### src/rtl/fed_pkg.sv
// Shared constants, types and saturation helpers for the feedback echo delay.
`default_nettype none
package fed_pkg;

   localparam int SAMPLE_BITS    = 16;
   localparam int GAIN_BITS      = 15;
   localparam int DELAY_BITS     = 16;
   localparam int RING_ADDR_BITS = 16;
   localparam int RING_DEPTH     = 1 << RING_ADDR_BITS;
   localparam int CSR_DATA_BITS  = 32;
   localparam int CSR_ADDR_BITS  = 4;
   localparam int COUNT_BITS     = $clog2(GAIN_BITS + 1);

   localparam logic [DELAY_BITS-1:0] DELAY_RESET    = DELAY_BITS'(17640);
   localparam logic [GAIN_BITS-1:0]  FEEDBACK_RESET = GAIN_BITS'(16384);
   localparam logic [GAIN_BITS-1:0]  WET_RESET      = GAIN_BITS'(16384);
   localparam logic [GAIN_BITS-1:0]  OUTPUT_RESET   = GAIN_BITS'(9830);

   typedef logic signed [SAMPLE_BITS-1:0] sample_type;
   typedef logic signed [SAMPLE_BITS+1:0] wide_type;

   typedef enum logic [1:0] {
      REG_DELAY    = 2'd0,
      REG_FEEDBACK = 2'd1,
      REG_WET      = 2'd2,
      REG_OUTPUT   = 2'd3
   } reg_index_type;

   typedef struct packed {
      logic [DELAY_BITS-1:0] delay_samples;
      logic [GAIN_BITS-1:0]  feedback_gain;
      logic [GAIN_BITS-1:0]  wet_gain;
      logic [GAIN_BITS-1:0]  output_gain;
   } cfg_type;

   typedef struct packed {
      logic rd_en;
      logic wr_en;
   } ring_ctl_type;

   typedef enum logic [2:0] {
      ST_IDLE,
      ST_READ,
      ST_LOAD,
      ST_MUL_WET,
      ST_MIX,
      ST_MUL_OUT,
      ST_FINISH
   } state_type;

   function automatic sample_type sat_wide(input wide_type v);
      wide_type hi_lim;
      wide_type lo_lim;
      hi_lim = {3'b000, {(SAMPLE_BITS-1){1'b1}}};
      lo_lim = {3'b111, {(SAMPLE_BITS-1){1'b0}}};
      if (v > hi_lim) begin
         return hi_lim[SAMPLE_BITS-1:0];
      end else if (v < lo_lim) begin
         return lo_lim[SAMPLE_BITS-1:0];
      end
      return v[SAMPLE_BITS-1:0];
   endfunction

   function automatic sample_type sat_add(input sample_type a, input sample_type b);
      wide_type sum;
      sum = {{2{a[SAMPLE_BITS-1]}}, a} + {{2{b[SAMPLE_BITS-1]}}, b};
      return sat_wide(sum);
   endfunction

endpackage
`default_nettype wire

### src/rtl/fed_serial_mult.sv
// Bit-serial Q1.15 multiplier: one gain bit per cycle, round half up, saturate.
`default_nettype none
module fed_serial_mult
   import fed_pkg::*;
(
   input  wire logic                 clock,
   input  wire logic                 reset,
   input  wire logic                 start,
   input  wire sample_type           x,
   input  wire logic [GAIN_BITS-1:0] g,
   output logic                      done,
   output sample_type                product
);

   logic signed [SAMPLE_BITS:0] hi_ff, hi_in;
   logic [GAIN_BITS-1:0]        lo_ff, lo_in;
   sample_type                  x_ff, x_in;
   logic [COUNT_BITS-1:0]       count_ff, count_in;
   logic                        done_ff, done_in;
   wide_type                    addend;
   wide_type                    sum;
   wide_type                    rounded;

   always_comb begin
      addend = lo_ff[0] ? {{2{x_ff[SAMPLE_BITS-1]}}, x_ff} : '0;
      sum    = {hi_ff[SAMPLE_BITS], hi_ff} + addend;
      hi_in    = hi_ff;
      lo_in    = lo_ff;
      x_in     = x_ff;
      count_in = count_ff;
      done_in  = 1'b0;
      if (start) begin
         hi_in    = '0;
         lo_in    = g;
         x_in     = x;
         count_in = COUNT_BITS'(GAIN_BITS);
      end else if (count_ff != '0) begin
         hi_in    = sum[SAMPLE_BITS+1:1];
         lo_in    = {sum[0], lo_ff[GAIN_BITS-1:1]};
         count_in = count_ff - 1'b1;
         done_in  = (count_ff == COUNT_BITS'(1));
      end
   end

   always_ff @(posedge clock) begin
      if (reset) begin
         count_ff <= '0;
         done_ff  <= 1'b0;
      end else begin
         count_ff <= count_in;
         done_ff  <= done_in;
      end
   end

   always_ff @(posedge clock) begin
      hi_ff <= hi_in;
      lo_ff <= lo_in;
      x_ff  <= x_in;
   end

   // adding half an LSB carries into the high part exactly when the top low bit is set
   assign rounded = {hi_ff[SAMPLE_BITS], hi_ff} + wide_type'(lo_ff[GAIN_BITS-1]);
   assign product = sat_wide(rounded);
   assign done    = done_ff;

endmodule
`default_nettype wire

### config.mk
export PLATFORM = sky130hd
export DESIGN_NAME = fed_serial_mult
export DESIGN_NICKNAME = d
export VERILOG_FILES = /design/src/rtl/fed_pkg.sv /design/src/rtl/fed_serial_mult.sv
export SDC_FILE = /design/constraint.sdc
export NUM_CORES = 1
export LEC_CHECK = 0
export ABC_AREA = 1
export BUFFER_PORTS_ARGS = -buffer_cell sky130_fd_sc_hd__buf_2
export CORE_MARGIN = 5
export CORE_UTILIZATION = 55
export DETAILED_ROUTE_END_ITERATION = 7
export PLACE_DENSITY = 0.87
export SKIP_CTS_REPAIR_TIMING = 1
export SYNTH_ARGS = -nofsm -noshare
export SYNTH_HDL_FRONTEND = slang
export SYNTH_SLANG_ARGS = --single-unit
### constraint.sdc
create_clock -name clock -period 2.6 [get_ports clock]
set_clock_uncertainty 0.2 [all_clocks]
set_input_delay 0.52 -clock clock [delete_from_list [all_inputs] [get_ports clock]]
set_output_delay 0.52 -clock clock [all_outputs]
set_load 0.1 [all_outputs]
==> results.sh <==
export IMPL_status="finished, violations left"
export IMPL_violations="setup timing"
export IMPL_max_freq_ghz=0.3358
export IMPL_mostFrequentLayoutCell="nand2_1"
export IMPL_regToRegSetupSlack_ps=170
export IMPL_max_slew_margin_rel_pct=58.82
export IMPL_cts_sinks=53
export IMPL_routed_via_count=3584
export IMPL_final_cell_mix="nand2_1, inv_1, nor2_1, buf_2, nand3_1"
export IMPL_cp_top_family="simple AND/OR/NAND/NOR gates"
export IMPL_slowest_stage="dfxtp_1"
export IMPL_cp_start_kind="flip-flop"
export IMPL_hold_path_class="input pin to flip-flop"
export IMPL_place_area_um2=4657
export IMPL_p_leak_nw=2.654
export IMPL_area_growth_pct=33.34
export IMPL_crit_arrival_ps=2260
export IMPL_final_core_util_pct=74.14
export IMPL_grt_setup_unrepaired="true"
export IMPL_diodes=0
export IMPL_drive_gt1_share_pct=24.55
export IMPL_synthCells=538
export IMPL_grt_first_pass_wirelength_um=14310
export IMPL_viasPerCell=5.157
export IMPL_worst_slack_ps=-378.1
export IMPL_min_path_cells=1
export IMPL_ys_seq_area_share_pct=36.91
export IMPL_finalHoldViolations=0
export IMPL_htree_levels=2
export IMPL_start_util_pct=55.60
export IMPL_hp_start="x[4]"
export IMPL_die_x_um=92.19
export IMPL_worstHoldEndpoint="x_ff[4]"
export IMPL_postLayoutCellArea_um2=4954
export IMPL_dr_pass1_iters=6
export IMPL_regToRegEndpoint="hi_ff[10]"
export IMPL_slew_viol_final=0
export IMPL_power_per_cell_area_nw_per_um2=921.4
export IMPL_cap_violations=0
export IMPL_synth_seq_cells=53
export IMPL_path_class="flip-flop to primary output"
export IMPL_worstPathMaxFanout=8
export IMPL_netlist_area_um2=3715
export IMPL_worst_slew_pin_slew_ps=617.0
export IMPL_grt_usage_pct=20.40
export IMPL_rows=30
export IMPL_dieArea_um2=8498
export IMPL_reg2reg_from="lo_ff[0]"
export IMPL_gp_congestion=1.012
export IMPL_worst_path_largest_cell_delay_ps=400
export IMPL_ir_drop_mv=0.4073
export IMPL_fin_crit_ps=2978
export IMPL_tritoncts="yes"
export IMPL_clockBufferDepth=2
export IMPL_core_area_um2=6681
export IMPL_fin_crit_sh_pct=114.5
export IMPL_ys_warnings_count=0
export IMPL_cts_buffers=5
export IMPL_path_cells="ha_4, ha_4, nand3_4, nor3_4, nand3_2, nor2_1, nand3_1, nand2_4, nand2_8, nand2_2, nand2_8, buf_12"
export IMPL_ios=51
export IMPL_antenna_found_initial=0
export IMPL_setup_viol=15
export IMPL_hpwlAfterDp_um=6677
export IMPL_crit_buf_inv=1
export IMPL_wl_per_cell_um=12.80
export IMPL_avgSynthCellArea_um2=6.905
export IMPL_grt_pass1_vias=3345
export IMPL_clk_latency_ps=320
export IMPL_crit_path_end_kind="primary output"
export IMPL_drc=0
export IMPL_die_y_um=92.19
export IMPL_portBuffers=50
export IMPL_critPathRequiredTime_ps=1880
export IMPL_path_clk_slew_ps=110
export IMPL_layout_nets=670
export IMPL_rr_worst_depth=14
export IMPL_synthesis_nets=594
export IMPL_grt_overflow_total=0
export IMPL_synth_cell_type_count=36
export IMPL_ant_nets=0
export IMPL_clockRootBuffer="clkbuf_8"
export IMPL_drt_total_wl_um=8895
export IMPL_grt_max_degree=30
export IMPL_drt_iter0_markers=286
routing by layer:
| metal | share of wire, % | GRT usage, % | vias to the layer above | routed length (um) |
|---|---|---|---|---|
| met4 | 1.3 | 6.188 | 0 | 116 |
| met2 | 51 | 36.44 | 114 | 4531 |
| met5 | 0 | 0 | - | 0 |
| met3 | 5.7 | 2.707 | 13 | 509 |
| met1 | 42 | 25.52 | 1622 | 3737 |
| li1 | - | - | 1835 | - |
where the power goes:
part / switching (mW) / internal [mW]
Sequential: 0.132 / 1.03
Combinational: 1.87 / 1.05
Clock: 0.285 / 0.196
worst register-to-register path, stage by stage (launching register included):
cell	delay [ps]
edfxtp_1	410
buf_4	200
nand2_1	60
inv_1	40
ha_1	340
a21oi_1	280
nor2_1	80
nor2_1	130
nand2_1	150
nand2_1	120
nand2_1	60
nand2_1	60
nand3_1	80
nand2_1	80
inv_1	30
kinds of logic (layout without fill, tap and decap cells):
family                   Yosys count  after routing  synth area share (%)
AND/OR/NAND/NOR                  289            290                 32.44
buffers and inverters            108            184                 11.35
flip-flops                        53             53                 36.91
AO/OA/AOI/OAI                     50             50                 7.915
adder cells (fa/ha/maj)           22             22                 7.612
XOR/XNOR                          16             16                 3.772
registers in the layout, indices dropped and copies added (netlist names):
name / flops
count_ff: 4
done: 1
hi_ff: 17
lo_ff: 15
x_ff: 16
synth_stat cells (all sizes together):
| master | instances | area (um2) |
|---|---|---|
| fa | 1 | 20.02 |
| xnor2 | 3 | 26.28 |
| o21bai | 4 | 33.78 |
| inv | 96 | 360.3 |
| nor3b | 1 | 7.510 |
| edfxtp | 31 | 930.9 |
| or2 | 2 | 12.51 |
| a21o | 1 | 7.510 |
| clkbuf | 8 | 30.03 |
| ha | 21 | 262.8 |
| xor2 | 13 | 113.9 |
| a21boi | 1 | 11.26 |
| a311oi | 3 | 26.28 |
| nor3 | 5 | 40.04 |
| nand4 | 4 | 31.28 |
| dfxtp | 22 | 440.4 |
| o21ai | 19 | 95.09 |
| nand3 | 35 | 180.2 |
| and2 | 1 | 6.260 |
| nor4 | 2 | 12.51 |
| buf | 4 | 31.27 |
| nand2 | 199 | 754.5 |
| a21oi | 18 | 90.09 |
| nor2 | 40 | 160.2 |
| o211ai | 4 | 30.03 |
how the worst max path moves through the flow:
stage              start           to  slack [ps]  depth (start not counted)
2_1_floorplan   hi_ff[0]  product[10]         -80                         10
3_3_place_gp   lo_ff[14]   product[0]         -30                         11
3_5_place_dp   lo_ff[14]   product[6]        -120                         12
4_1_cts        lo_ff[14]   product[6]        -480                         12
5_1_grt        lo_ff[14]   product[4]        -500                         12
6_report        hi_ff[0]   product[8]        -380                         12
metrics by stage:
stage | TNS [ps] | instances | hold WS [ps] | setup WS [ps] | total power, mW
after CTS | -6756 | 691 | 176.9 | -484.5 | 4.425
after global routing | -7102 | 695 | 173.9 | -500.6 | 4.795
after floorplan | -1206 | 538 | 255.0 | -82.78 | 3.057
after detailed placement | -1370 | 683 | 277.3 | -124.7 | 3.939
final | -5422 | 695 | 185.2 | -378.1 | 4.564
after global placement | -208.8 | 683 | 271.5 | -29.48 | 3.870
cell type report:
class                      instances  area (um2)
sequential                        53        1381
clock buffer                       5       68.82
clock inverter                     3       23.77
fill                             501        1728
tap                               80       100.1
inverter                          96       360.3
multi-input combinational        378        2287
timing repair buffer              80       732.0
Power figures use the tool's default switching activity.
