### config.mk
export PLATFORM = sky130hd
export DESIGN_NAME = fed_csr
export DESIGN_NICKNAME = d
export VERILOG_FILES = /design/src/rtl/fed_pkg.sv /design/src/rtl/fed_csr.sv
export SDC_FILE = /design/constraint.sdc
export NUM_CORES = 1
export LEC_CHECK = 0
export BUFFER_PORTS_ARGS = -buffer_cell sky130_fd_sc_hd__buf_2
export CORE_UTILIZATION = 47
export CTS_CLUSTER_SIZE = 8
export DETAILED_ROUTE_END_ITERATION = 6
export GPL_ROUTABILITY_DRIVEN = 0
export PLACE_DENSITY = 0.8
export RECOVER_POWER = 100
export SETUP_SLACK_MARGIN = 0.05
export SLEW_MARGIN = 40
export SYNTH_ARGS = -nofsm -noshare
export SYNTH_HDL_FRONTEND = slang
export SYNTH_SLANG_ARGS = --single-unit
### constraint.sdc
create_clock -name clock -period 1.4 [get_ports clock]
set_clock_uncertainty 0.2 [all_clocks]
set_input_delay 0.07 -clock clock [delete_from_list [all_inputs] [get_ports clock]]
set_output_delay 0.07 -clock clock [all_outputs]
set_load 0.005 [all_outputs]
### src/rtl/fed_pkg.sv
// Shared constants, types and saturation helpers for the feedback echo delay.
`default_nettype none
package fed_pkg;

   localparam int SAMPLE_BITS    = 16;
   localparam int GAIN_BITS      = 15;
   localparam int DELAY_BITS     = 16;
   localparam int RING_ADDR_BITS = 16;
   localparam int RING_DEPTH     = 1 << RING_ADDR_BITS;
   localparam int CSR_DATA_BITS  = 32;
   localparam int CSR_ADDR_BITS  = 4;
   localparam int COUNT_BITS     = $clog2(GAIN_BITS + 1);

   localparam logic [DELAY_BITS-1:0] DELAY_RESET    = DELAY_BITS'(17640);
   localparam logic [GAIN_BITS-1:0]  FEEDBACK_RESET = GAIN_BITS'(16384);
   localparam logic [GAIN_BITS-1:0]  WET_RESET      = GAIN_BITS'(16384);
   localparam logic [GAIN_BITS-1:0]  OUTPUT_RESET   = GAIN_BITS'(9830);

   typedef logic signed [SAMPLE_BITS-1:0] sample_type;
   typedef logic signed [SAMPLE_BITS+1:0] wide_type;

   typedef enum logic [1:0] {
      REG_DELAY    = 2'd0,
      REG_FEEDBACK = 2'd1,
      REG_WET      = 2'd2,
      REG_OUTPUT   = 2'd3
   } reg_index_type;

   typedef struct packed {
      logic [DELAY_BITS-1:0] delay_samples;
      logic [GAIN_BITS-1:0]  feedback_gain;
      logic [GAIN_BITS-1:0]  wet_gain;
      logic [GAIN_BITS-1:0]  output_gain;
   } cfg_type;

   typedef struct packed {
      logic rd_en;
      logic wr_en;
   } ring_ctl_type;

   typedef enum logic [2:0] {
      ST_IDLE,
      ST_READ,
      ST_LOAD,
      ST_MUL_WET,
      ST_MIX,
      ST_MUL_OUT,
      ST_FINISH
   } state_type;

   function automatic sample_type sat_wide(input wide_type v);
      wide_type hi_lim;
      wide_type lo_lim;
      hi_lim = {3'b000, {(SAMPLE_BITS-1){1'b1}}};
      lo_lim = {3'b111, {(SAMPLE_BITS-1){1'b0}}};
      if (v > hi_lim) begin
         return hi_lim[SAMPLE_BITS-1:0];
      end else if (v < lo_lim) begin
         return lo_lim[SAMPLE_BITS-1:0];
      end
      return v[SAMPLE_BITS-1:0];
   endfunction

   function automatic sample_type sat_add(input sample_type a, input sample_type b);
      wide_type sum;
      sum = {{2{a[SAMPLE_BITS-1]}}, a} + {{2{b[SAMPLE_BITS-1]}}, b};
      return sat_wide(sum);
   endfunction

endpackage
`default_nettype wire

### src/rtl/fed_csr.sv
// APB register file for delay and gain settings.
`default_nettype none
module fed_csr
   import fed_pkg::*;
(
   input  wire logic                     clock,
   input  wire logic                     reset,
   input  wire logic                     psel,
   input  wire logic                     penable,
   input  wire logic                     pwrite,
   input  wire logic [CSR_ADDR_BITS-1:0] paddr,
   input  wire logic [CSR_DATA_BITS-1:0] pwdata,
   output logic [CSR_DATA_BITS-1:0]      prdata,
   output logic                          pready,
   output cfg_type                       cfg
);

   cfg_type       cfg_ff, cfg_in;
   reg_index_type index;
   logic          wr_en;

   assign index  = reg_index_type'(paddr[3:2]);
   assign wr_en  = psel & penable & pwrite;
   assign pready = 1'b1;

   always_comb begin
      cfg_in = cfg_ff;
      if (wr_en) begin
         unique case (index)
            REG_DELAY:    cfg_in.delay_samples = pwdata[DELAY_BITS-1:0];
            REG_FEEDBACK: cfg_in.feedback_gain = pwdata[GAIN_BITS-1:0];
            REG_WET:      cfg_in.wet_gain      = pwdata[GAIN_BITS-1:0];
            REG_OUTPUT:   cfg_in.output_gain   = pwdata[GAIN_BITS-1:0];
            default:      cfg_in = cfg_ff;
         endcase
      end
   end

   always_comb begin
      unique case (index)
         REG_DELAY:    prdata = CSR_DATA_BITS'(cfg_ff.delay_samples);
         REG_FEEDBACK: prdata = CSR_DATA_BITS'(cfg_ff.feedback_gain);
         REG_WET:      prdata = CSR_DATA_BITS'(cfg_ff.wet_gain);
         REG_OUTPUT:   prdata = CSR_DATA_BITS'(cfg_ff.output_gain);
         default:      prdata = '0;
      endcase
   end

   always_ff @(posedge clock) begin
      if (reset) begin
         cfg_ff.delay_samples <= DELAY_RESET;
         cfg_ff.feedback_gain <= FEEDBACK_RESET;
         cfg_ff.wet_gain      <= WET_RESET;
         cfg_ff.output_gain   <= OUTPUT_RESET;
      end else begin
         cfg_ff <= cfg_in;
      end
   end

   assign cfg = cfg_ff;

endmodule
`default_nettype wire

==> results of run 1 <==
## worst max-delay path by stage
stage               slack (ns)  depth (start not counted)    endpoint    start
global placement          0.06                          6     cfg[10]   pwrite
detailed placement        0.06                          6     cfg[13]   pwrite
global route             -0.18                          2   prdata[5]   cfg[5]
CTS                      -0.15                          2  prdata[11]  cfg[11]
finish                   -0.14                          2   prdata[6]   cfg[6]
floorplan                 0.25                          6     cfg[19]   pwrite
## critical path, stage by stage (launching register included)
cell	delay [ns]
dfxtp_1	0.33
mux4_2	0.48
buf_6	0.13
## cells by family after synthesis
family / after synthesis / synth area share [%]
mux: 75 / 31.12
simple gates: 97 / 19.54
flops: 61 / 40.50
compound gates: 2 / 0.4149
other cells: 2 / 0.2491
buf+inv: 35 / 8.174
## final cells by class
type | instances | share of cell area [%]
sequential | 61 | 30.09
multi-input combinational | 191 | 38.46
timing repair buffer | 157 | 25.38
clock buffer | 11 | 3.150
tap | 75 | 2.250
clock inverter | 5 | 0.6601
## placed cells by master (no fill, tap or decap)
master         synthesis  final
buf_2                  5     95
mux2i_1               60     60
nand2b_1              60     60
buf_4                 21     35
dfxtp_1               61     34
dfxtp_2                0     27
nor2_1                25     25
conb_1                 2     17
dlygate4sd3_1          0     17
mux4_2                15     15
clkbuf_8               0      9
buf_12                 0      6
clkbuf_1               5      4
clkinv_2               0      4
nand3_1                2      2
and3_1                 2      2
buf_6                  4      2
nor2_2                 1      1
and2_1                 1      1
nor3_4                 1      1
nor3b_2                1      1
nand3b_1               1      1
nand3b_4               1      1
nand3_4                1      1
nand2_4                1      1
o31ai_1                1      1
a21oi_1                1      1
clkinvlp_4             0      1
## through the flow
stage,total power [uW],setup slack [ns]
detailed placement,2191,0.06492
global route,3685,-0.1777
CTS,3550,-0.1509
global placement,2186,0.06274
finish,3527,-0.1444
floorplan,2069,0.2525
## what timing repair did
| action | in CTS | in global routing |
|---|---|---|
| setup endpoints to repair | 15 | 15 |
| setup buffers | 24 | 2 |
| endpoints found under the hold margin | 61 | 0 |
| gates resized for setup | 38 | 7 |
| hold buffers | 17 | 0 |
## layer usage
metal | routed length [um] | up-vias | share of wire, %
met1 | 3263 | 1176 | 43
met3 | 430 | 11 | 5.7
met5 | 0 | - | 0
met2 | 3684 | 96 | 49
met4 | 125 | 0 | 1.7
li1 | - | 1186 | -
## report_power, final
part           switching, uW  internal [uW]
combinational            195            245
clock                    683            630
sequential              15.2           1760
==> results, run 1 <==
- The flow ran to the end, but the final reports show violations.
- The checks that failed: negative setup slack.
- CTS placed an instance of clkbuf_8 at the clock tree root.
- The proportion of netlist area held by the largest area contributor is 40.50%.
- The leakage power total is 0.002069 uW.
- The layout has 474 filler cells.
- The worst path arrival time is 1.27 ns.
- The number of cells in the finished layout apart from fillers is 500.
- In the synthesized netlist, the cells that appear most often are dfxtp_1 (61), mux2i_1 (60), nand2b_1 (60).
- The first global-routing pass estimated 11.45 mm of wire.
- The commonest register cell after synthesis is dfxtp_1.
- The total congestion overflow is 0.
- In the final layout, the multi-input gates occupy 0.001604 mm^2.
- After synthesis, the mean cell area works out to 11.09 um^2.
- The initial antenna violation count is 0.
- The async set or reset register ratio after synthesis is 0%.
- The number of port buffers is 99.
- The number of vias per cell is 4.938.
- Clock tree synthesis inserted a total of 9 buffers.
- The post-route antenna net violation count is 0.
- The count of unresolved DRC violations after routing is 0.
- The number of sinks on the clock net is 61.
- For this run, the total global-route usage over all layers was measured as 23.19%.
- Entering global routing, the biggest net connects 51 pins.
- Measured in cells, the most critical reg-to-reg path has a length of 3.
- The path type of the worst setup path is flip-flop to primary output.
- The TritonCTS clock tree is built.
- The H-tree was split into 3 levels.
- The clock passes through at most 2 buffers.
- The clock latency reported for the late side of the worst-skew pair is 0.33 ns.
- The height of the chip is 82.10 um.
- In the global route stage, met2 resource usage came out at 39.42%.
- In this run the critical register-to-register path is captured at cfg[57].
- The proportion of synthesized chip area in sequential cells is 40.50%.
- The cell type with the highest aggregate area in the netlist is dfxtp_1.
- The worst setup margin is -0.1444 ns.
- The via total after detailed routing is 2469.
- The fraction of final layout cells sized beyond drive strength 1 is 47.06%.
- The Yosys warning count is 0.
- The worst-case hold slack is 0.06642 ns.
- The final worst-path cycle share is 110.3%.
- The shortest clock period the worst path allows after layout is 1.544 ns.
- The startpoint identified for the worst hold timing path is paddr[2].
- Setup repair after global routing could not meet its margin everywhere.
- The max-cap check violation count is 0.
- The number of flip-flops under the largest register name is 61.
- Counting flops with a built-in enable in the synthesized netlist gives 0.
- Setup violations remaining at the end of the flow were counted as 15.
- The area enclosed by the die boundary is 0.006740 mm^2.
- The ratio of total power to cell area is 845.7 mW/mm^2.
- The fmax is 647.5 MHz.
- For this block, the initial DRC count from the detailed router was 89.
- Data on the critical path is required at its endpoint by 1.13 ns.
- The worst hold path terminates at cfg[60].
- 0 antenna diodes ended up in the layout.
- The layout-stage area growth over the synthesis result is 38.30%.
- Yosys attributes the largest share of cell area to dfxtp_1 (40%), mux2i_1 (20%), nand2b_1 (12%), mux4_2 (11%), buf_4 (5.2%).
- Dividing the detail-routed wire length by the instance count gives 15.01 um.
- The number of rows in the core area is 28.
- The sequential cell area is 0.001255 mm^2.
- The final max-slew violation count is 0.
- The clock transition at the registers of the reported paths is 0.07 ns.
- The final cell utilization of the core is 68.81%.
- Wires add up to 7.504 mm.
- The core region is 0.006061 mm^2.
- Of all nets on the critical path, the largest fanout is 3.
- The x dimension of the die is 82.10 um.
- The net count of the finished layout is 461.
- Once the floorplan was initialized, standard cells occupied 49.75% of the core.
- The kind of launch point of the worst setup path is a flip-flop.
- The first detailed-routing pass ran for 4 iterations.
- The via count of the first global-routing pass is 2387.
- The worst hold path was traced through 5 stages.
- The worst reg2reg path startpoint is cfg[57].
- The path class of the lowest-slack min-delay path is input port to flip-flop.
- Summed over all nets, the half-perimeter wirelength after detailed placement is 4.931 mm.
- After detailed placement, the total cell area comes to 0.003602 mm^2.
- The synthesized netlist contains 22 unique library cells.
- Global routing consumed, on the met3 layer, 4.615% of the routing resources.
- Across the VDD grid, the largest voltage drop is 0.0004786 V.
- The number of top-level design ports is 135.
- The global routing's busiest layer is met2.
- The met1 demand-to-capacity share in global routing is 28.19%.
- For the final routed database, the setup TNS stands at -1.930 ns.
- The final count of hold timing violations is 0.
- The final design instance area without fill is 0.004170 mm^2.
- The worst register-to-register path has a setup slack of 0.46 ns.
- Summing every instance area after synthesis gives 0.003015 mm^2.
- The cell count after synthesis came out at 272.
- After synthesis the netlist holds a flip-flop and latch count of 61.
- The most instantiated library cell after synthesis is dfxtp_1.
- The critical path capture point type is a primary output.
- The number of cells in the design after placement is 441.
(Power assumes the default switching activity.)
==> inputs of run 2 (changes only) <==
--- a/config.mk
+++ b/config.mk
@@ -12,6 +12,7 @@
 export GPL_ROUTABILITY_DRIVEN = 0
 export PLACE_DENSITY = 0.8
 export RECOVER_POWER = 100
+export REMOVE_ABC_BUFFERS = 1
 export SETUP_SLACK_MARGIN = 0.05
 export SLEW_MARGIN = 40
 export SYNTH_ARGS = -nofsm -noshare
==> run 2 against run 1 <==
Effect of this change:
- the run still ends with negative setup slack left
- global-route usage fell by 1.5 points
- highest routed layer unchanged
- clock-buffer cell count rose by 2
- fmax is 1.2% higher
- cell count decreased by 1.8%
==> results, run 2 (same netlist as run 1, synthesis figures left out) <==
- The fraction of final layout cells sized beyond drive strength 1 is 36.54% (-11 points).
- The run finished, with violations left.
- The via total after detailed routing came to 2429 (-1.6%).
- The initial antenna violation count is 0 (unchanged).
- The first-pass detailed-route iteration total came to 4 (unchanged).
- The count of unresolved DRC violations after routing is 0 (unchanged).
- The count of nets after finishing is 452 (-2.0%).
- The logic depth of the worst register-to-register path was 3 (unchanged).
- The final max-slew violation count is 0 (unchanged).
- The path type of the worst setup path is flip-flop to primary output.
- The count of antenna diodes in the layout is 0 (unchanged).
- The effective utilization at floorplan is 49.75% (unchanged).
- The worst path arrival time is 1.26 ns (about the same).
- The maximum ir drop on the vdd rail came to 0.0005978 V (+25%).
- The number of buffers created by CTS was 9 (unchanged).
- The x dimension of the die is 82.10 um (unchanged).
- The total congestion overflow is 0 (unchanged).
- The number of buffer and inverter stages on the critical path is 1 (unchanged).
- The half-perimeter wire length after detailed placement was 4.415 mm (-10%).
- For the pin with the worst max-slew slack, the measured transition is 0.6052 ns.
- The average wire per cell in the routed design is 14.34 um (-4.4%).
- The count of cells along the worst hold path came to 3 (-2).
- The final count of hold timing violations is 0 (unchanged).
- The detailed router's first-iteration violation count is 88 (-1.1%).
- The path class of the lowest-slack min-delay path is input port to flip-flop.
- The largest fanout on the critical path is 2 (-1).
- The maximum single-stage delay on the critical path is 0.47 ns (about the same).
- Among all stages on the critical path, the largest delay is contributed by mux4_2.
- The number of cells in the finished layout apart from fillers came to 491 (-1.8%).
- The required time of the critical path was 1.13 ns (about the same).
- The maximum number of pins on one net before global-route repair is 87 (+71%).
- The number of port buffers was 99 (unchanged).
- Leaving out fill and tap cells, the most frequent cell in the layout is buf_2.
- The clock latency reported for the late side of the worst-skew pair is 0.33 ns (about the same).
- The clock transition at the registers of the reported paths is 0.07 ns (about the same).
- The max-cap check violation count is 0 (unchanged).
- The number of levels the H-tree was split into is 3 (unchanged).
- The number of sinks on the clock net is 61 (unchanged).
- The cell family with the largest share of critical-path delay is multiplexers.
- The setup slack at placement is 0.008836 ns (-0.05609 ns).
- The tree is rooted in a clkbuf_8.
- The ratio of total power to cell area is 1020 mW/mm^2 (+21%).
- The total of endpoints with negative setup slack in the final report came to 15 (unchanged).
- The worst setup margin is -0.1266 ns (+0.01779 ns).
- The post-route antenna net violation count came to 0 (unchanged).
- Leaving out fill and tap cells, the most frequent cells in the layout are buf_2 (78), mux2i_1 (60), nand2b_1 (60).
- The sequential cell area is 0.001230 mm^2 (-2.0%).
- Setup repair after global routing could not meet its margin everywhere.
- The shortest clock period the worst path allows after layout was 1.527 ns (-0.01779 ns).
- The number of vias per cell is 4.947 (+0.18%).
- The height of the chip is 82.10 um (unchanged).
- The number of flip-flops under the largest register name is 61 (unchanged).
- The kind of launch point of the worst setup path is a flip-flop.
- The core footprint came to 0.006061 mm^2 (unchanged).
- The TritonCTS clock tree is built.
- The setup slack of the most critical reg-to-reg path is 0.41 ns (-0.05 ns).
- The number of rows in the core area is 28 (unchanged).
- The area enclosed by the die boundary is 0.006740 mm^2 (unchanged).
- The total global-route track usage is 21.66% (-1.5 points).
- The final worst-path cycle share was 109.0% (-1.3 points).
- The total of fill cells in the finished design is 486 (+2.5%).
- The via count of the first global-routing pass is 2183 (-8.5%).
- The number of top-level design ports was 135 (unchanged).
- The critical path capture point type is a primary output.
- The cell count along the critical path is 2 (unchanged).
- The number of cells in the design after placement is 437 (-0.91%).
- The checks that failed: negative setup slack.
- The post-detailed-routing wire length is 7.042 mm (-6.2%).
- The worst relative slew slack is 59.56%.
- The footprint of the multi-input gates is 0.001579 mm^2 (-1.6%).
- The first-pass GRT wire length is 10.76 mm (-6.0%).
- Traced cell by cell, the critical path runs through mux4_2 -> buf_2.
- The fmax came to 655.1 MHz (+1.2%).
- The layout-stage area growth over the synthesis result is 35.10%.
- The leakage power total is 0.001969 uW (-4.8%).
- The buffer levels on the longest clock path is 2 (unchanged).
[run 2: cell types whose count changed in the layout (fill, tap and decap cells not counted), moves of 4 or more]
cell,delta
buf_2,-17
dfxtp_2,-20
buf_4,-9
clkbuf_1,+17
clkbuf_2,+4
dfxtp_1,+20
clkinv_2,-4
[run 2: metrics by stage]
step / power, uW / instance area, um^2 / utilization [%] / hold WS [ns] / setup TNS, ns
final: 4156 / 4074 / 67.22 / 0.06034 / -1.613
after global routing: 4298 / 4074 / 67.22 / 0.05983 / -2.292
after global placement: 2163 / 3547 / 58.53 / 0.1302 / 0
after detailed placement: 2168 / 3547 / 58.53 / 0.1348 / 0
after floorplan: 1978 / 2825 / - / -0.06093 / -0.8863
after CTS: 4194 / 4148 / 68.44 / 0.02966 / -1.748
[run 2: final timing paths]
kind           endpoint    start
max          prdata[12]  cfg[12]
min             cfg[60]    reset
max reg2reg      cfg[9]   cfg[9]
min reg2reg     cfg[37]  cfg[37]
[run 2: power by group]
part           switching (uW)  internal, uW
registers                15.2          1760
clock network             659          1330
logic                     179           213
[run 2: final cells by class]
class                      instances  share of cell area [%]
multi-input combinational        191                   38.76
sequential                        61                   30.19
timing repair buffer             148                   22.39
clock buffer                      13                   4.146
tap                               75                   2.303
clock inverter                     3                   2.211
[run 2: worst reg2reg max path, delay by kind of cell (launching register included)]
family	cells	cell delay, ns
buf+inv	1	0.13
flops	1	0.32
mux	1	0.10
simple gates	1	0.11
[run 2: what timing repair did]
item,in CTS,in global routing
buffers inserted,19,3
setup endpoints to repair,15,15
gates resized for setup,31,9
hold buffers,16,0
endpoints found under the hold margin,61,0
gates cloned,0,0
[run 2: metal layers]
layer	global-route usage [%]	up-vias	routed length [um]
met5	0	-	0
met4	8.421	0	91
met3	3.516	11	348
met2	36.03	90	3459
met1	28.03	1152	3142
li1	-	1176	-
==> inputs of run 3 (changes only) <==
--- a/config.mk
+++ b/config.mk
@@ -6,6 +6,7 @@
 export NUM_CORES = 1
 export LEC_CHECK = 0
 export BUFFER_PORTS_ARGS = -buffer_cell sky130_fd_sc_hd__buf_2
+export CORE_ASPECT_RATIO = 2
 export CORE_UTILIZATION = 47
 export CTS_CLUSTER_SIZE = 8
 export DETAILED_ROUTE_END_ITERATION = 6
@@ -13,7 +14,6 @@
 export PLACE_DENSITY = 0.8
 export RECOVER_POWER = 100
 export REMOVE_ABC_BUFFERS = 1
-export SETUP_SLACK_MARGIN = 0.05
 export SLEW_MARGIN = 40
 export SYNTH_ARGS = -nofsm -noshare
 export SYNTH_HDL_FRONTEND = slang
==> run 3 against run 2 <==
Effect of this change:
- the flow still finishes with violations (negative setup slack)
- clock-buffer cell count rose by 1
- design area grew 3.4%
- utilization up 0.096 points
- register-to-register slack lost 0.06 ns
- power grew 2.0%
- worst hold slack got worse by 0.0080 ns
- combinational power is 3% higher
- fmax hardly changed
- flip-flop and latch count unchanged
- wire length increased by 12%
- via count rose by 5.0%
- highest routed layer unchanged
==> results, run 3 (same netlist as run 1, synthesis figures left out) <==
- The flow ran to the end, but the final reports show violations.
- The final reports fail on negative setup slack.
- The worst setup margin is -0.1253 ns (+0.001305 ns).
- The number of buffers created by CTS is 9 (unchanged).
- The number of cells in the finished layout apart from fillers is 517 (+5.3%).
- The area enclosed by the die boundary is 0.006760 mm^2 (+0.29%).
- The first-pass detailed-route iteration total is 5 (+1).
- The layout-stage area growth over the synthesis result is 39.71%.
- The number of rows in the core area is 41 (+46%).
- The fraction of final layout cells sized beyond drive strength 1 is 40.14% (+3.6 points).
- The total of fill cells in the finished design was 499 (+2.7%).
- The critical path is of the flip-flop to primary output type.
- The maximum ir drop on the vdd rail is 0.0005952 V (-0.42%).
- The core footprint is 0.006259 mm^2 (+3.3%).
- The number of top-level design ports is 135 (unchanged).
- In the layout the commonest cells are buf_2 (87), mux2i_1 (60), nand2b_1 (60).
- The buffer levels on the longest clock path was 2 (unchanged).
- The share of power burned in combinational logic is 9.6% (+0.2 points).
- The total global-route track usage was 23.81% (+2.2 points).
- The final count of hold timing violations is 0 (unchanged).
- The shortest clock period the worst path allows after layout is 1.525 ns (-0.001305 ns).
- In this run the clock root is driven by a clkbuf_16.
- The net switching power figure is 930.3 uW (+9.0%).
- The maximum number of pins on one net before global-route repair is 87 (unchanged).
- The clock latency reported for the late side of the worst-skew pair came to 0.32 ns (about the same).
- The worst setup path is launched from a flip-flop.
- The post-detailed-routing wire length is 7.871 mm (+12%).
- The launching instance or port of the critical path is cfg[10].
- The fraction of power consumed by the clock network is 48.5% (+0.6 points).
- The first-pass GRT wire length is 11.96 mm (+11%).
- The worst relative slew slack was 54.61% (-4.9 points).
- The max-cap check violation count is 0 (unchanged).
- The half-perimeter wire length after detailed placement is 4.807 mm (+8.9%).
- The count of antenna diodes in the layout is 0 (unchanged).
- The cell family with the largest share of critical-path delay is multiplexers.
- The final worst-path cycle share is 108.9% (about the same).
- The area after detailed placement is 0.003568 mm^2 (+0.60%).
- The effective utilization at floorplan is 48.18% (-1.6 points).
- The worst min-delay path startpoint is reset.
- The number of flip-flops under the largest register name is 61 (unchanged).
- The worst path arrival time is 1.26 ns (about the same).
- The count of unresolved DRC violations after routing is 0 (unchanged).
- The average wire per cell in the routed design is 15.22 um (+6.2%).
- The number of vias per cell is 4.934 (-0.26%).
- The via total after detailed routing was 2551 (+5.0%).
- The setup slack at placement is 0.09243 ns (+0.08360 ns).
- The number of levels the H-tree was split into is 3 (unchanged).
- Setup repair after global routing could not meet its margin everywhere.
- The accumulated negative setup slack is -1.569 ns (+0.04416 ns).
- The largest fanout on the critical path is 2 (unchanged).
- The detailed router's first-iteration violation count is 124 (+41%).
- The switching share of power is 21.94% (+1.4 points).
- The most common library cell in the layout ignoring fill and taps is buf_2.
- TritonCTS built the clock tree.
- The total congestion overflow is 0 (unchanged).
- The number of cells in the design after placement is 449 (+2.7%).
- The clock transition at the registers of the reported paths is 0.05 ns (-0.02 ns).
- The total of endpoints with negative setup slack in the final report is 15 (unchanged).
- The fraction of power consumed by sequential logic is 41.9% (-0.8 points).
- The leakage power total is 0.002067 uW (+4.9%).
- The cell internal power dissipation came to 3310 uW (+0.22%).
- The final max-slew violation count was 0 (unchanged).
- The via count of the first global-routing pass is 2535 (+16%).
- The count of nets after finishing is 468 (+3.5%).
- Walking the worst path, the cells encountered are mux4_2 -> buf_2.
- The final design instance area without fill is 0.004213 mm^2 (+3.4%).
- The height of the chip came to 115.3 um (+40%).
- The number of buffer and inverter stages on the critical path was 1 (unchanged).
- The maximum single-stage delay on the critical path came to 0.47 ns (about the same).
- The master of the slowest instance on the critical path is mux4_2.
- The required time of the critical path was 1.13 ns (about the same).
- The post-route antenna net violation count was 0 (unchanged).
- The fmax is 655.6 MHz (about the same).
- The number of port buffers is 99 (unchanged).
- The transition time at the pin with the least slew margin is 0.6808 ns (+0.07564 ns).
- The initial antenna violation count is 0 (unchanged).
- The worst reg2reg path startpoint is cfg[11].
- The number of sinks on the clock net is 61 (unchanged).
- STA classifies the critical path endpoint as a primary output.
- The x dimension of the die was 58.64 um (-29%).
- The ratio of total power to cell area was 1007 mW/mm^2 (-1.3%).
- The path class of the lowest-slack min-delay path is input port to flip-flop.
[run 3: cell count changes in the layout (fill, tap and decap cells not counted), moves of 2 or more]
cell,change
buf_4,+15
clkbuf_16,+9
clkbuf_1,-5
bufinv_16,-3
buf_2,+9
clkbuf_2,-2
clkbuf_8,-9
[run 3: power by group through the flow]
stage	Sequential, uW	Combinational (uW)	Clock, uW
after CTS	1780	414	2070
after detailed placement	1810	358	0
after global routing	1780	441	2150
final	1780	405	2060
after floorplan	1810	165	0
after global placement	1810	352	0
[run 3: path summary, 6_finish.rpt]
kind                     end  slack, ns  cells past startpoint
hold reg to reg      cfg[42]       0.28                      2
setup reg to reg     cfg[11]       0.35                      4
setup / recovery  prdata[10]      -0.13                      2
hold / removal       cfg[60]       0.05                      3
[run 3: routing by layer]
layer / GRT usage (%) / share of wire [%] / vias up
li1: - / - / 1205
met1: 24.56 / 37 / 1233
met2: 43.30 / 56 / 94
met3: 4.499 / 3.7 / 19
met4: 13.81 / 3.0 / 0
met5: 0 / 0 / -
[run 3: what timing repair did]
item                                   CTS  global route
setup endpoints to repair               15            15
buffers inserted                        31             6
endpoints found under the hold margin   61             0
resized for setup                       39             6
gates cloned                             0             0
pin swaps                                0             0
hold buffers                            16             0
[run 3: cell type report]
cell class | instances | area [um^2] | area share [%]
Sequential cell | 61 | 1231 | 29.22
Timing Repair Buffer | 164 | 1025 | 24.32
Clock inverter | 1 | 5.005 | 0.1188
Clock buffer | 14 | 274.0 | 6.504
Tap cell | 86 | 107.6 | 2.554
Multi-Input combinational cell | 191 | 1570 | 37.27
[run 3: per-stage QoR]
step	hold slack (ns)	total power (uW)	utilization, %
after CTS	0.03834	4266	68.53
after global routing	0.08485	4364	67.31
final	0.05233	4240	67.31
after floorplan	-0.06093	1978	-
after global placement	0.1273	2165	57.02
after detailed placement	0.1389	2172	57.02
[run 3: worst min-delay path, delay by kind of cell]
| kind | cells | cell delay (ns) |
|---|---|---|
| AO/OA/AOI/OAI | 1 | 0.14 |
| buffers and inverters | 2 | 0.30 |
